File: src/rtl/binary_trie_max_xor_assert.svh
// Assertion macros used by the trie engine.
`ifndef BINARY_TRIE_MAX_XOR_ASSERT_SVH
`define BINARY_TRIE_MAX_XOR_ASSERT_SVH

`ifndef SYNTHESIS

// Property must hold at every clock edge out of reset.
`define BTMX_ASSERT(lbl, clk, rst_n, prop) \
  lbl: assert property (@(posedge clk) disable iff (!rst_n) prop) \
    else $error("btmx: assertion failed");

// Condition must never be seen at a clock edge out of reset.
`define BTMX_NEVER(lbl, clk, rst_n, cond) \
  lbl: assert property (@(posedge clk) disable iff (!rst_n) !(cond)) \
    else $error("btmx: forbidden condition seen");

`else

`define BTMX_ASSERT(lbl, clk, rst_n, prop)
`define BTMX_NEVER(lbl, clk, rst_n, cond)

`endif

`endif

File: src/rtl/btmx_ram.sv
`timescale 1ns / 1ps

module btmx_ram #(
  parameter int WIDTH = 8,
  parameter int DEPTH = 64
) (
  input  logic                     clk_i,
  input  logic                     we_i,
  input  logic [$clog2(DEPTH)-1:0] waddr_i,
  input  logic [WIDTH-1:0]         wdata_i,
  input  logic [$clog2(DEPTH)-1:0] raddr_i,
  output logic [WIDTH-1:0]         rdata_o
);

  logic [WIDTH-1:0] mem_q [DEPTH];

  always_ff @(posedge clk_i) begin
    if (we_i) begin
      mem_q[waddr_i] <= wdata_i;
    end
    rdata_o <= mem_q[raddr_i];
  end

endmodule

File: config.mk
export PLATFORM = sky130hd
export DESIGN_NAME = btmx_ram
export DESIGN_NICKNAME = d
export VERILOG_FILES = /design/src/rtl/binary_trie_max_xor_assert.svh /design/src/rtl/btmx_ram.sv
export SDC_FILE = /design/constraint.sdc
export NUM_CORES = 1
export LEC_CHECK = 0
export BUFFER_PORTS_ARGS = -buffer_cell sky130_fd_sc_hd__buf_2
export CAP_MARGIN = 20
export CORE_ASPECT_RATIO = 1.5
export CORE_MARGIN = 10
export CORE_UTILIZATION = 35
export CTS_CLUSTER_DIAMETER = 120
export DETAILED_ROUTE_END_ITERATION = 7
export PLACE_DENSITY = 0.55
export SLEW_MARGIN = 25
export SYNTH_ARGS = -nofsm -noshare
export SYNTH_HDL_FRONTEND = slang
export SYNTH_SLANG_ARGS = --single-unit
File: constraint.sdc
create_clock -name clk_i -period 3.7 [get_ports clk_i]
set_input_delay 0.74 -clock clk_i [delete_from_list [all_inputs] [get_ports clk_i]]
set_output_delay 0.74 -clock clk_i [all_outputs]
set_load 0.02 [all_outputs]
# Yosys cells after proc, flatten, opt, wreduce, memory -nomap -nowiden

Memories as Yosys holds them, arrays and structs flattened. A register that Yosys moved wholly into a read port is not among the register bits.
Cells that the tools add are included.

Bits in writable memories: 512
Word-level logic and storage cells: 3
Flip-flop bits (word level): 0
Output and inout bits: 8
Memories kept: 1
Input port bits: 22

Memory list:

| name  | words | bits a word | read ports | clocked after Yosys merged registers in | write ports | line           | RTL |
|---|---|---|---|---|---|---|---|
| mem_q | 64    | 8           | 1          | 1                                       | 1           | btmx_ram.sv:15 | `logic [WIDTH-1:0] mem_q [DEPTH];` |

Multiplexer cells: 2

Operators by type and width:

| kind             | number |
|---|---|
| 1-bit 2-to-1 mux | 2 |

# Longest topological paths before layout

Word-level depth: 2
Depth in mapped cells: 9
Gate-level depth less buffers: 5

# Least setup slack after synthesis

OpenSTA, ideal clock, no wires.

Kind: input -> register
Start: input port raddr_i[1]
End: register rdata_o[3] (read register of mem_q)
Slack: 1.292 ns
Data arrival time: 2.280 ns
Required time: 3.572 ns
Stages on the path: 7
Path through: buf_4 > buf_2 > buf_2 > mux4_2 > mux4_2 > o21ai_1 > o41ai_1

RTL lines:

| element     | line           | RTL |
|---|---|---|
| from (decl) | btmx_ram.sv:11 | `input logic [$clog2(DEPTH)-1:0] raddr_i,` |
| to (decl)   | btmx_ram.sv:12 | `output logic [WIDTH-1:0] rdata_o` |

==> impl_metrics.ini <==
[run_status]
status = finished clean

[detailed_routing]
drtAntennaViolNets = 0
drt-initial-drc-count = 805
wl_per_cell_um = 26.4
routed_wl_um = 48700
drc = 0
vias = 9650
viasPerCell = 5.23
first_pass_iters = 5

[floorplanning]
dieArea_sq_um = 67800
core_area_sq_um = 56900
die_w_um = 216
start_util_pct = 35.4
ios = 30
fp-row-count = 107
die_h_um = 314

[timing]
worst_pin_slew_ns = 0.983
setup_violations = 0
max_freq_mhz = 391
finalSetupTns_ns = 0
relSlewSlack_pct = 34.5
fin_crit_ns = 2.56
setup_slack_ns = 1.14
final_hold_viol_count = 0
rsz0062_at_grt = no
fin_worst_skew_ns = 0.0176
min_period_over_period_pct = 69.1
final_max_slew_viol_count = 0

[finish]
area_growth_pct = 14.7
drive_gt1_share_pct = 30.0
num-nets-final = 1070
num_antenna_cells = 0
fin_util_pct = 40.7
fin_cells = 1844
final_area_sq_um = 23100

[logic_synthesis]
synthesis.nets = 962
ys_warn_count = 0
yosysSeqAreaShare_pct = 77.0
synth.area.top_cells = edfxtp_1 76%, mux4_2 14%, nor2_1 1.5%
yosys.area.top_type_share_pct = 76.2
synth_seq_cells = 520
postSynthCellCount = 940
synth_area_sq_um = 20200
synth.distinct_cells = 40
syn_area_per_cell_sq_um = 21.5
yosys.area.top_type = edfxtp_1

[worst_hold_path]
hold_path.class = input port to flip-flop
min_from = waddr_i[2]

[worst_setup_path]
cp_max_fo = 20
cp.arrival_ns = 2.98
reg2reg_from = mem_q[47][1]
path_class = input port to flip-flop
critPathLaunchType = input port
cp_data_required_time_ns = 4.13
endpoint_kind = flip-flop
startpoint = raddr_i[0]

[power]
power.density_nw_per_um2 = 518
p_leak_uw = 0.00727
vdd_drop_max_mv = 0.303

[placed_design]
port_buffers = 29
dpl.hpwl_um = 31900
pre_cts_ws_ns = 0.468
post-place-cells = 1763
gp_congestion = 0.807
place_area_sq_um = 21600

[clocking]
cts_tree = yes
cts_setup_buffers = 0
htree_levels = 2
clock_sinks = 520
cts-root-buf = clkbuf_16
clkLatencyLatePin_ns = 0.57
numCtsBuffers = 46
cts_resized = 0
postCtsHoldBufs = 0
cts_buffer_depth = 3
clk_pin_slew_worst_paths_ns = 0.07

[global_route]
grt_usage_pct = 14.4
grt_pass1_vias = 10200
grt_max_degree = 65
antenna_found_initial = 2
grt_overflow_total = 0
grt_pass1_wl_um = 72300

[run]
max_cap_violations = 0
## final timing paths
check            endpoint  slack (ns)  cells past startpoint
max            rdata_o[1]        1.14                      6
min          mem_q[49][5]        0.69                      2
max reg2reg    rdata_o[1]        1.59                      4
min reg2reg    rdata_o[1]        0.83                      4
## sequential cells by signal, indices dropped and copies added (netlist names)
signal   flops
mem_q      512
rdata_o      8
## layout by cell type, fill, tap and decap left out, types with 4 or more instances in the layout
master,synthesis,layout
mux2_2,13,13
mux2i_1,23,23
o221ai_1,8,8
edfxtp_1,512,512
clkbuf_1,17,7
nor2_1,83,83
nor2b_1,14,14
a211oi_1,4,4
dfxtp_1,8,8
a221oi_1,6,6
nand2_1,19,19
buf_12,2,5
clkbuf_16,0,49
clkinv_2,0,16
buf_4,13,80
bufinv_16,0,4
nand3_1,13,13
nand2b_1,7,7
nor3_1,7,7
o22ai_1,8,8
buf_2,11,25
mux4_2,126,126
## power by group
part / leakage (uW) / total [uW] / switching (uW) / internal (uW)
Combinational: 0.00185 / 637 / 399 / 239
Clock: 0.000749 / 4820 / 2090 / 2720
Sequential: 0.00467 / 6540 / 20.7 / 6520
## final cells by class
cell class	count	area (sq um)
Multi-Input combinational cell	369	4320
Clock buffer	58	1280
Tap cell	763	955
Clock inverter	23	215
Timing Repair Buffer	111	840
Sequential cell	520	15500
Fill cell	5008	33800
## layer usage
layer / share of wire (%) / track usage (%) / vias up
li1: - / - / 4130
met1: 39 / 17.4 / 5219
met2: 54 / 26.2 / 230
met3: 3.9 / 1.96 / 67
met4: 2.5 / 4.46 / 4
met5: 0.041 / 0 / -
## cell families (layout without fill, tap and decap cells)
family | after synthesis | after routing | share of synthesized area, %
simple gates | 153 | 153 | 3.39
compound gates | 54 | 54 | 2.07
mux | 162 | 162 | 15.9
buf+inv | 51 | 192 | 1.57
flops | 520 | 520 | 77.0
## cell usage after synthesis, drive strengths merged
| master | count |
|---|---|
| o41ai | 2 |
| buf | 34 |
| nor4 | 2 |
| o221ai | 8 |
| nand2 | 19 |
| and2 | 1 |
| a22oi | 3 |
| nor2b | 14 |
| a221oi | 6 |
| mux4 | 126 |
| mux2 | 13 |
| o2bb2ai | 3 |
| a2111oi | 2 |
| o32ai | 2 |
| nand4b | 1 |
| mux2i | 23 |
| dfxtp | 8 |
| nand2b | 7 |
| or3 | 1 |
| nor2 | 83 |
| o22ai | 8 |
| a21oi | 3 |
| a211oi | 4 |
| nand3 | 13 |
| o221a | 2 |
| nand3b | 3 |
| edfxtp | 512 |
| a31oi | 1 |
| o2111ai | 3 |
| o311ai | 1 |
| nand4 | 2 |
| o21a | 2 |
| clkbuf | 17 |
| o21ai | 4 |
| nor3 | 7 |
## critical path: stages
cell and delay, ns:
clkbuf_8 0.25, buf_4 0.39, buf_4 0.33, mux2_2 0.43, a221oi_1 0.63, o2bb2ai_1 0.16
## stage by stage
stage | power [uW] | hold slack [ns]
after CTS | 12100 | 0.652
final | 12000 | 0.691
after global routing | 12400 | 0.680
after floorplan | 7020 | 0.718
after global placement | 7320 | 0.813
after detailed placement | 7320 | 0.818
(Power assumes the default switching activity.)
