### config.mk
export PLATFORM = sky130hd
export DESIGN_NAME = btmx_engine
export DESIGN_NICKNAME = d
export VERILOG_FILES = /design/src/rtl/btmx_pkg.sv /design/src/rtl/btmx_engine.sv
export VERILOG_INCLUDE_DIRS = /design/src /design/src/rtl
export SDC_FILE = /design/constraint.sdc
export NUM_CORES = 1
export LEC_CHECK = 0
export ABC_AREA = 0
export BUFFER_PORTS_ARGS = -buffer_cell sky130_fd_sc_hd__buf_4
export CAP_MARGIN = 20
export CORE_MARGIN = 2
export CORE_UTILIZATION = 52
export DETAILED_ROUTE_END_ITERATION = 16
export PLACE_DENSITY = 0.87
export SYNTH_ARGS = -nofsm -noshare
export SYNTH_HDL_FRONTEND = slang
export SYNTH_SLANG_ARGS = --single-unit
### constraint.sdc
create_clock -name clk_i -period 4.56 [get_ports clk_i]
set_input_delay 0 -clock clk_i [delete_from_list [all_inputs] [get_ports clk_i]]
set_output_delay 0 -clock clk_i [all_outputs]
set_load 0.005 [all_outputs]
### src/rtl/binary_trie_max_xor_assert.svh
// Assertion macros used by the trie engine.
`ifndef BINARY_TRIE_MAX_XOR_ASSERT_SVH
`define BINARY_TRIE_MAX_XOR_ASSERT_SVH

`ifndef SYNTHESIS

// Property must hold at every clock edge out of reset.
`define BTMX_ASSERT(lbl, clk, rst_n, prop) \
  lbl: assert property (@(posedge clk) disable iff (!rst_n) prop) \
    else $error("btmx: assertion failed");

// Condition must never be seen at a clock edge out of reset.
`define BTMX_NEVER(lbl, clk, rst_n, cond) \
  lbl: assert property (@(posedge clk) disable iff (!rst_n) !(cond)) \
    else $error("btmx: forbidden condition seen");

`else

`define BTMX_ASSERT(lbl, clk, rst_n, prop)
`define BTMX_NEVER(lbl, clk, rst_n, cond)

`endif

`endif

### src/rtl/btmx_pkg.sv
`timescale 1ns / 1ps

package btmx_pkg;

  localparam int VALUE_BITS = 32;
  localparam int POOL_NODES = 8192;
  localparam int OUT_W      = 32;

  localparam int NODE_W = $clog2(POOL_NODES);
  localparam int FREE_W = NODE_W + 1;
  localparam int LVL_W  = $clog2(VALUE_BITS);

  // Two child links per node, indexed by the branch bit; zero means no child.
  typedef logic [1:0][NODE_W-1:0] btmx_ent_t;

  typedef struct packed {
    logic              we;
    logic [NODE_W-1:0] waddr;
    btmx_ent_t         wdata;
    logic [NODE_W-1:0] raddr;
  } btmx_mem_req_t;

  typedef struct packed {
    logic [OUT_W-1:0] pair_xor;
    logic [OUT_W-1:0] running_max;
    logic             pool_full;
  } btmx_res_t;

  typedef enum logic [2:0] {
    ST_IDLE,
    ST_QUERY,
    ST_INS_WALK,
    ST_ALLOC,
    ST_LEAF,
    ST_DONE
  } btmx_state_e;

endpackage

### src/rtl/btmx_engine.sv
`timescale 1ns / 1ps

`include "binary_trie_max_xor_assert.svh"

module btmx_engine import btmx_pkg::*; (
  input  logic          clk_i,
  input  logic          rst_ni,
  input  logic          in_valid_i,
  output logic          in_ready_o,
  input  logic [31:0]   in_value_i,
  input  logic          in_first_i,
  output logic          res_valid_o,
  input  logic          res_ready_i,
  output btmx_res_t     res_o,
  output btmx_mem_req_t mem_req_o,
  input  btmx_ent_t     mem_rdata_i
);

  localparam logic [LVL_W-1:0] TOP_LVL = LVL_W'(VALUE_BITS - 1);

  btmx_state_e state_q, state_d;

  logic [VALUE_BITS-1:0] val_q, val_d;
  logic [VALUE_BITS-1:0] acc_q, acc_d, acc_n;
  logic [VALUE_BITS-1:0] px_q, px_d;
  logic [VALUE_BITS-1:0] best_q, best_d;
  logic [LVL_W-1:0]      lvl_q, lvl_d;
  logic [NODE_W-1:0]     node_q, node_d;
  logic [FREE_W-1:0]     free_q, free_d;
  btmx_ent_t             root_q, root_d;
  btmx_ent_t             par_ent_q, par_ent_d;
  logic                  fresh_q, fresh_d;
  logic                  ovf_q, ovf_d;

  btmx_ent_t         ent, new_ent;
  logic              bit_v;
  logic [NODE_W-1:0] want, same, qnext;
  logic [LVL_W:0]    needed;
  logic [FREE_W-1:0] room;

  // Root links live in flops so an empty trie reads correctly straight after reset.
  assign ent    = (node_q == '0) ? root_q : mem_rdata_i;
  assign bit_v  = val_q[lvl_q];
  assign want   = ent[~bit_v];
  assign same   = ent[bit_v];
  assign qnext  = (want != '0) ? want : same;
  assign needed = {1'b0, lvl_q} + (LVL_W + 1)'(1);
  assign room   = FREE_W'(POOL_NODES) - free_q;

  always_comb begin
    acc_n = acc_q;
    if (want != '0) begin
      acc_n[lvl_q] = 1'b1;
    end
    new_ent = fresh_q ? '0 : par_ent_q;
    new_ent[bit_v] = free_q[NODE_W-1:0];
  end

  always_comb begin
    state_d   = state_q;
    val_d     = val_q;
    acc_d     = acc_q;
    px_d      = px_q;
    best_d    = best_q;
    lvl_d     = lvl_q;
    node_d    = node_q;
    free_d    = free_q;
    root_d    = root_q;
    par_ent_d = par_ent_q;
    fresh_d   = fresh_q;
    ovf_d     = ovf_q;
    in_ready_o  = 1'b0;
    res_valid_o = 1'b0;
    mem_req_o   = '{we: 1'b0, waddr: node_q, wdata: new_ent, raddr: qnext};

    unique case (state_q)
      ST_IDLE: begin
        in_ready_o = 1'b1;
        if (in_valid_i) begin
          val_d  = VALUE_BITS'(in_value_i);
          lvl_d  = TOP_LVL;
          node_d = '0;
          acc_d  = '0;
          px_d   = '0;
          if (in_first_i) begin
            root_d  = '0;
            free_d  = FREE_W'(1);
            best_d  = '0;
            ovf_d   = 1'b0;
            state_d = ST_INS_WALK;
          end else if (free_q <= FREE_W'(1)) begin
            state_d = ST_INS_WALK;
          end else begin
            state_d = ST_QUERY;
          end
        end
      end

      ST_QUERY: begin
        mem_req_o.raddr = qnext;
        if (qnext == '0 || lvl_q == '0) begin
          px_d = acc_n;
          if (acc_n > best_q) begin
            best_d = acc_n;
          end
          node_d  = '0;
          lvl_d   = TOP_LVL;
          state_d = ST_INS_WALK;
        end else begin
          acc_d  = acc_n;
          node_d = qnext;
          lvl_d  = lvl_q - LVL_W'(1);
        end
      end

      ST_INS_WALK: begin
        mem_req_o.raddr = same;
        if (same == '0) begin
          par_ent_d = ent;
          fresh_d   = 1'b0;
          // All-or-nothing insert: no partial path if the pool cannot take it.
          if (room < FREE_W'(needed)) begin
            ovf_d   = 1'b1;
            state_d = ST_DONE;
          end else begin
            state_d = ST_ALLOC;
          end
        end else if (lvl_q == '0) begin
          state_d = ST_DONE;
        end else begin
          node_d = same;
          lvl_d  = lvl_q - LVL_W'(1);
        end
      end

      ST_ALLOC: begin
        if (node_q == '0) begin
          root_d = new_ent;
        end else begin
          mem_req_o.we = 1'b1;
        end
        node_d  = free_q[NODE_W-1:0];
        free_d  = free_q + FREE_W'(1);
        fresh_d = 1'b1;
        if (lvl_q == '0) begin
          state_d = ST_LEAF;
        end else begin
          lvl_d = lvl_q - LVL_W'(1);
        end
      end

      ST_LEAF: begin
        mem_req_o.we    = 1'b1;
        mem_req_o.wdata = '0;
        state_d         = ST_DONE;
      end

      ST_DONE: begin
        res_valid_o = 1'b1;
        if (res_ready_i) begin
          state_d = ST_IDLE;
        end
      end

      default: begin
        state_d = ST_IDLE;
      end
    endcase
  end

  assign res_o = '{pair_xor: OUT_W'(px_q), running_max: OUT_W'(best_q), pool_full: ovf_q};

  always_ff @(posedge clk_i or negedge rst_ni) begin
    if (!rst_ni) begin
      state_q <= ST_IDLE;
      free_q  <= FREE_W'(1);
      best_q  <= '0;
      ovf_q   <= 1'b0;
      root_q  <= '0;
      lvl_q   <= '0;
      node_q  <= '0;
      fresh_q <= 1'b0;
    end else begin
      state_q <= state_d;
      free_q  <= free_d;
      best_q  <= best_d;
      ovf_q   <= ovf_d;
      root_q  <= root_d;
      lvl_q   <= lvl_d;
      node_q  <= node_d;
      fresh_q <= fresh_d;
    end
  end

  always_ff @(posedge clk_i) begin
    val_q     <= val_d;
    acc_q     <= acc_d;
    px_q      <= px_d;
    par_ent_q <= par_ent_d;
  end

  `BTMX_NEVER(a_free_bound, clk_i, rst_ni, free_q > FREE_W'(POOL_NODES) || free_q == '0)
  `BTMX_NEVER(a_no_root_write, clk_i, rst_ni, mem_req_o.we && mem_req_o.waddr == '0)
  `BTMX_ASSERT(a_max_covers_pair, clk_i, rst_ni, res_valid_o |-> res_o.running_max >= res_o.pair_xor)
  `BTMX_ASSERT(a_full_sticky, clk_i, rst_ni, $fell(ovf_q) |-> $past(in_valid_i && in_ready_o && in_first_i))

endmodule
; Yosys cells after proc, flatten, opt, wreduce, memory -nomap -nowiden
; Cells that the tools add are included.
[word_totals]
ff_bits = 217
out_inout_bits = 120
elab_cells = 137
inputBits = 63
[op_classes]
n_reduce_logical = 26
order_cmp = 8
mux = 65
n_eq_ne = 18
addsub = 4
n_bitwise = 2
[op_table]
columns = cell, n
row1 = 32-bit 2-to-1 mux, 8
row2 = 32-bit case mux with 2 select lines, 3
row3 = 26-bit 2-to-1 mux, 6
row4 = 13-bit 2-to-1 mux, 11
row5 = 13-bit case mux with 4 select lines, 1
row6 = 26-bit case mux with 2 select lines, 1
row7 = 13-bit logical NOT, 3
row8 = 32-bit > comparator, 1
row9 = 32-bit bitwise OR, 1
row10 = 14-bit 2-to-1 mux, 2
row11 = 14-bit case mux with 2 select lines, 1
row12 = 26-bit bitwise mux, 1
row13 = 2-bit inequality test (second input constant), 12
row14 = 3-bit 2-to-1 mux, 7
row15 = 5-bit 2-to-1 mux, 4
row16 = 5-bit case mux with 4 select lines, 1
row17 = 3-bit case mux with 6 select lines, 1
row18 = 5-bit AND reduction, 3
row19 = 14-bit by 1-bit adder with 14-bit output (second input constant), 1
row20 = 14-bit by 1-bit less-or-equal comparator with 1-bit output (second input constant), 1
row21 = 14-bit by 6-bit < comparator with 1-bit output, 1
row22 = 14-bit subtractor (first input constant), 1
row23 = 13-bit demux with 1-bit select, 1
row24 = 13-bit nonzero test, 1
row25 = other kinds (25), 50

; Logic depth before layout (Yosys ltp)
[depth]
ltp_word = 11
depth_mapped = 20
depth_no_buf = 17

; Worst setup path before layout
; OpenSTA, ideal clock, no wires.
[synth_timing]
path_type = register to register
start = register root_q[4] (netlist bit)
end = register best_q[0]
required_time_ns = 4.435
period_less_slack_ns = 4.288
path_buffers = 2
setup_ns = 0.125
stages_incl_launch_ff = 18
arrival_time_ns = 4.163
path_slack_ns = 0.272
cell_sequence = dfrtp_1 -> or4_1 -> nor4b_2 -> and3b_1 -> o21ba_2 -> mux2_4 -> buf_6 -> nor2_1 -> a21o_1 -> ha_1 -> nand4_1 -> or2_2 -> nor4_1 -> a21oi_1 -> nor4_1 -> a21oi_4 -> buf_6 -> mux2_4
[synth_via]
elab_chain_cells = 9
elab_cells_between_ends = 17
classes_between = 1 x order compare / 2 x eq/ne / 10 x mux / 4 x reduce/logical
[synth_lines]
columns = item, line
row1 = "start, declared", btmx_engine.sv:30  ; btmx_ent_t root_q, root_d;
row2 = "start signal, assigned", btmx_engine.sv:188  ; root_q <= root_d;
row3 = 26-bit 2-to-1 mux (*), btmx_engine.sv:42  ; assign ent = (node_q == '0) ? root_q : mem_rdata_i;
row4 = branches (longest 8 deep; another with 32-bit > comparator), --
row5 = "end signal, assigned", btmx_engine.sv:186  ; best_q <= best_d;
row6 = "end, declared", btmx_engine.sv:26  ; logic [VALUE_BITS-1:0] best_q, best_d;
; Mark *: on every way between the ends. The select of a mux whose other input is x is not followed.
; A chain may end at the register's enable or synchronous reset.

; Worst setup path after layout
[layout_timing]
start = register lvl_q[0]
end = register best_q[6]
[layout_via]
elab_chain_cells = 10
elab_cells_between_ends = 25
classes_between = 3 x order compare / 2 x eq/ne / 13 x mux / 1 x bitwise / 6 x reduce/logical
[layout_lines]
columns = item, line
row1 = "start, declared", btmx_engine.sv:27  ; logic [LVL_W-1:0] lvl_q, lvl_d;
row2 = "start signal, assigned", btmx_engine.sv:189  ; lvl_q <= lvl_d;
row3 = branches (longest 10 deep; another with 32-bit > comparator), --
; Several ways; the timed one is not identified. The select of a mux whose other input is x is not followed.

==> out/metrics.cfg <==
[power]
power_uw = 10900
power.density_nw_per_um2 = 712
clkPwrFrac = 0.185
max-vdd-ir-drop_mv = 0.443
seq_power_share = 0.306
switching_share = 0.413
intPower_uw = 6400
power.switching_uw = 4500
combPwrFrac = 0.509
total_leakage_power_uw = 0.00690

[drt]
vias_per_cell = 6.32
drtAntennaViolNets = 0
drc_errors = 0
first_pass_iters = 8
drt_iter0_markers = 1272
wl_per_cell_microns = 23.6
finalWirelength_microns = 39700
via_count = 10658

[sta]
max_freq_mhz = 221
timing.final.crit_share = 0.993
layout_min_cycle_time_ns = 4.53
fin_skew_ns = 0.0220
slew_headroom = 0.387
setup_violations = 0
worst_pin_slew_ns = 0.893
hold_viol_final = 0
finalMaxSlewViolations = 0
rsz0062_at_grt = true
finalSetupTns_ns = 0
whs_ns = 0.0353

[global_route]
grt-ovfl-total = 0
antenna_found_initial = 0
grt_pass1_wl_microns = 58300
grt_max_degree = 75
grt_usage = 0.315
grt_pass1_vias = 10201

[layout]
fillerInstances = 1581
fin_util = 0.679
n_antenna_cell = 0
stdcell_area_sq_um = 15300
drive_gt1_frac = 0.251
nets = 1491
syn_to_final_growth_pct = 28.7

[yosys]
synth_edf_count = 122
syn_area_per_cell_sq_um = 10.4
synth.top_cell.area_share = 0.308
synth_area_leaders = edfxtp_1 (31%), dfrtp_1 (20%), ha_1 (4.6%)
synth_nets = 1247
syn-instance-count = 1140
synth_top_cell_by_area = edfxtp_1
synth-main-ff-cell = edfxtp_1
synth_most_common_cell = edfxtp_1
ys_ff_latch = 217
synthTopCellsByCount = edfxtp_1 (122), nor2_1 (109), dfrtp_1 (94)
async_flop_share = 0.438
synthesis.area_sq_um = 11900
yosysWarnings = 0
synth_cell_types = 62
ys_seq_area_frac = 0.508

[cts]
clock-root-buffer = clkbuf_16
path_clk_slew_ns = 0.07
cts_buffers = 23
ctsLongestPathBuffers = 3
cts_tree = yes
clk_latency_ns = 0.53
cts_sinks = 217
cts.htree.levels = 1

[die]
std_cell_rows = 55
fp.dieW_microns = 155
die_area_sq_um = 24100
core_sq_um = 22600
die_h_microns = 155
io_pins = 183
initial_core_util = 0.527

[place]
io_buffers = 182
gp_congestion = 0.976
place_area_sq_um = 13600
hpwl_microns = 26300

[worst_setup_path]
crit_type = reg -> reg
crit_slowest_cell = dfrtp_2
crit_required_ns = 4.96
slowest_delay_ns = 0.45
r2r_cells = 20
crit_fanout = 8
cp-end-kind = flip-flop
arrival_ns = 4.93
worstPathCellList = clkbuf_16 > mux2i_1 > a22oi_1 > nand4_1 > nand4_1 > mux2_4 > nor4_4 > a21o_1 > ha_1 > a21oi_2 > nor2_2 > a2111oi_2 > o31a_1 > o221ai_2 > a21oi_2 > nor4_4 > a21oi_4 > buf_6 > clkbuf_16 > mux2_4
cp-start-kind = flip-flop

[flow_run]
cap_viol_max_count = 0

[min_path]
hold_path.class = in -> async

[outcome]
status = finished clean

## state kept, by name (all words and copies together) (netlist names)
register / count
acc_q: 32
best_q: 32
free_q: 14
fresh_q: 1
lvl_q: 5
node_q: 13
ovf_q: 1
par_ent_q: 26
px_q: 32
root_q: 26
state_q: 3
val_q: 32
## path summary, 6_finish.rpt
check	start	end	slack, ns
worst max-delay path	lvl_q[0]$_DFFE_PN0P_	best_q[6]$_DFFE_PN0P_	0.03
worst max register to register	lvl_q[0]$_DFFE_PN0P_	best_q[6]$_DFFE_PN0P_	0.03
worst min register to register	root_q[14]$_DFFE_PN0P_	root_q[14]$_DFFE_PN0P_	0.52
max in group asynchronous	rst_ni	node_q[11]$_DFFE_PN0P_	3.34
worst min-delay path	rst_ni	ovf_q$_DFFE_PN0P_	0.04
min in group clk_i	mem_rdata_i[22]	par_ent_q[22]$_DFFE_PP_	0.04
## through the flow
stage | cells | setup slack, ns
3_3_place_gp | 1577 | 0.0226
5_1_grt | 1686 | -0.0350
3_5_place_dp | 1577 | -0.133
4_1_cts | 1680 | 0.00848
6_report | 1686 | 0.0330
2_1_floorplan | 1140 | 0.272
## power by group through the flow
stage | registers, uW | logic (uW) | clock network, uW
2_1_floorplan | 3130 | 3130 | 0
3_3_place_gp | 3290 | 4810 | 0
3_5_place_dp | 3310 | 4950 | 0
4_1_cts | 3290 | 5240 | 2010
5_1_grt | 3380 | 5940 | 2100
6_report | 3330 | 5560 | 2020
## what timing repair did
action | CTS | global route
endpoints found under the hold margin | 93 | 0
hold buffers | 46 | 0
endpoints found under the setup margin | 32 | 32
gates cloned | 1 | 2
gates resized for setup | 13 | 23
setup buffers | 14 | 4
pin swaps | 3 | 14
## metal layers
metal  vias to the layer above  wire (microns)  track usage
met5                         -               0            0
met4                         0            2120        0.145
met3                       151            3950       0.0543
met2                       776           18600        0.515
met1                      5093           15100        0.412
li1                       4638               -            -
## final cells by class
| cell class | instances | area [sq um] | area share |
|---|---|---|---|
| flip-flops and latches | 217 | 6040 | 0.395 |
| multi-input cells | 778 | 5430 | 0.355 |
| well taps | 285 | 357 | 0.0233 |
| repair buffers | 285 | 2380 | 0.156 |
| clock buffers | 29 | 618 | 0.0404 |
| inverters | 79 | 297 | 0.0194 |
| clock inverters | 13 | 185 | 0.0121 |
## placed cells by master (no fill, tap or decap), types with 33 or more instances in the layout
master / Yosys / final
buf_4: 4 / 229
edfxtp_1: 122 / 122
nor2_1: 109 / 105
dfrtp_1: 94 / 93
nand2_1: 80 / 80
inv_1: 79 / 79
a21oi_1: 74 / 72
o21ai_0: 61 / 60
mux2i_1: 50 / 49
dlygate4sd3_1: 0 / 46
ha_1: 44 / 44
a21o_1: 40 / 40
a22oi_1: 33 / 33
## critical path, delay by kind of cell, from the launching register on
family                   cells  cell delay, ns
buffers and inverters        3            0.51
flip-flops                   1            0.45
AO/OA/AOI/OAI                8            1.48
adder cells (fa/ha/maj)      1            0.25
multiplexers                 3            0.81
AND/OR/NAND/NOR              5            0.92
## kinds of logic after synthesis
group,after synthesis,share of synthesized area
simple gates,349,0.145
compound gates,285,0.154
flops,217,0.508
buf+inv,145,0.0510
mux,85,0.0849
fa+ha+maj,44,0.0462
xor+xnor,15,0.0110
Power figures use the tool's default switching activity.
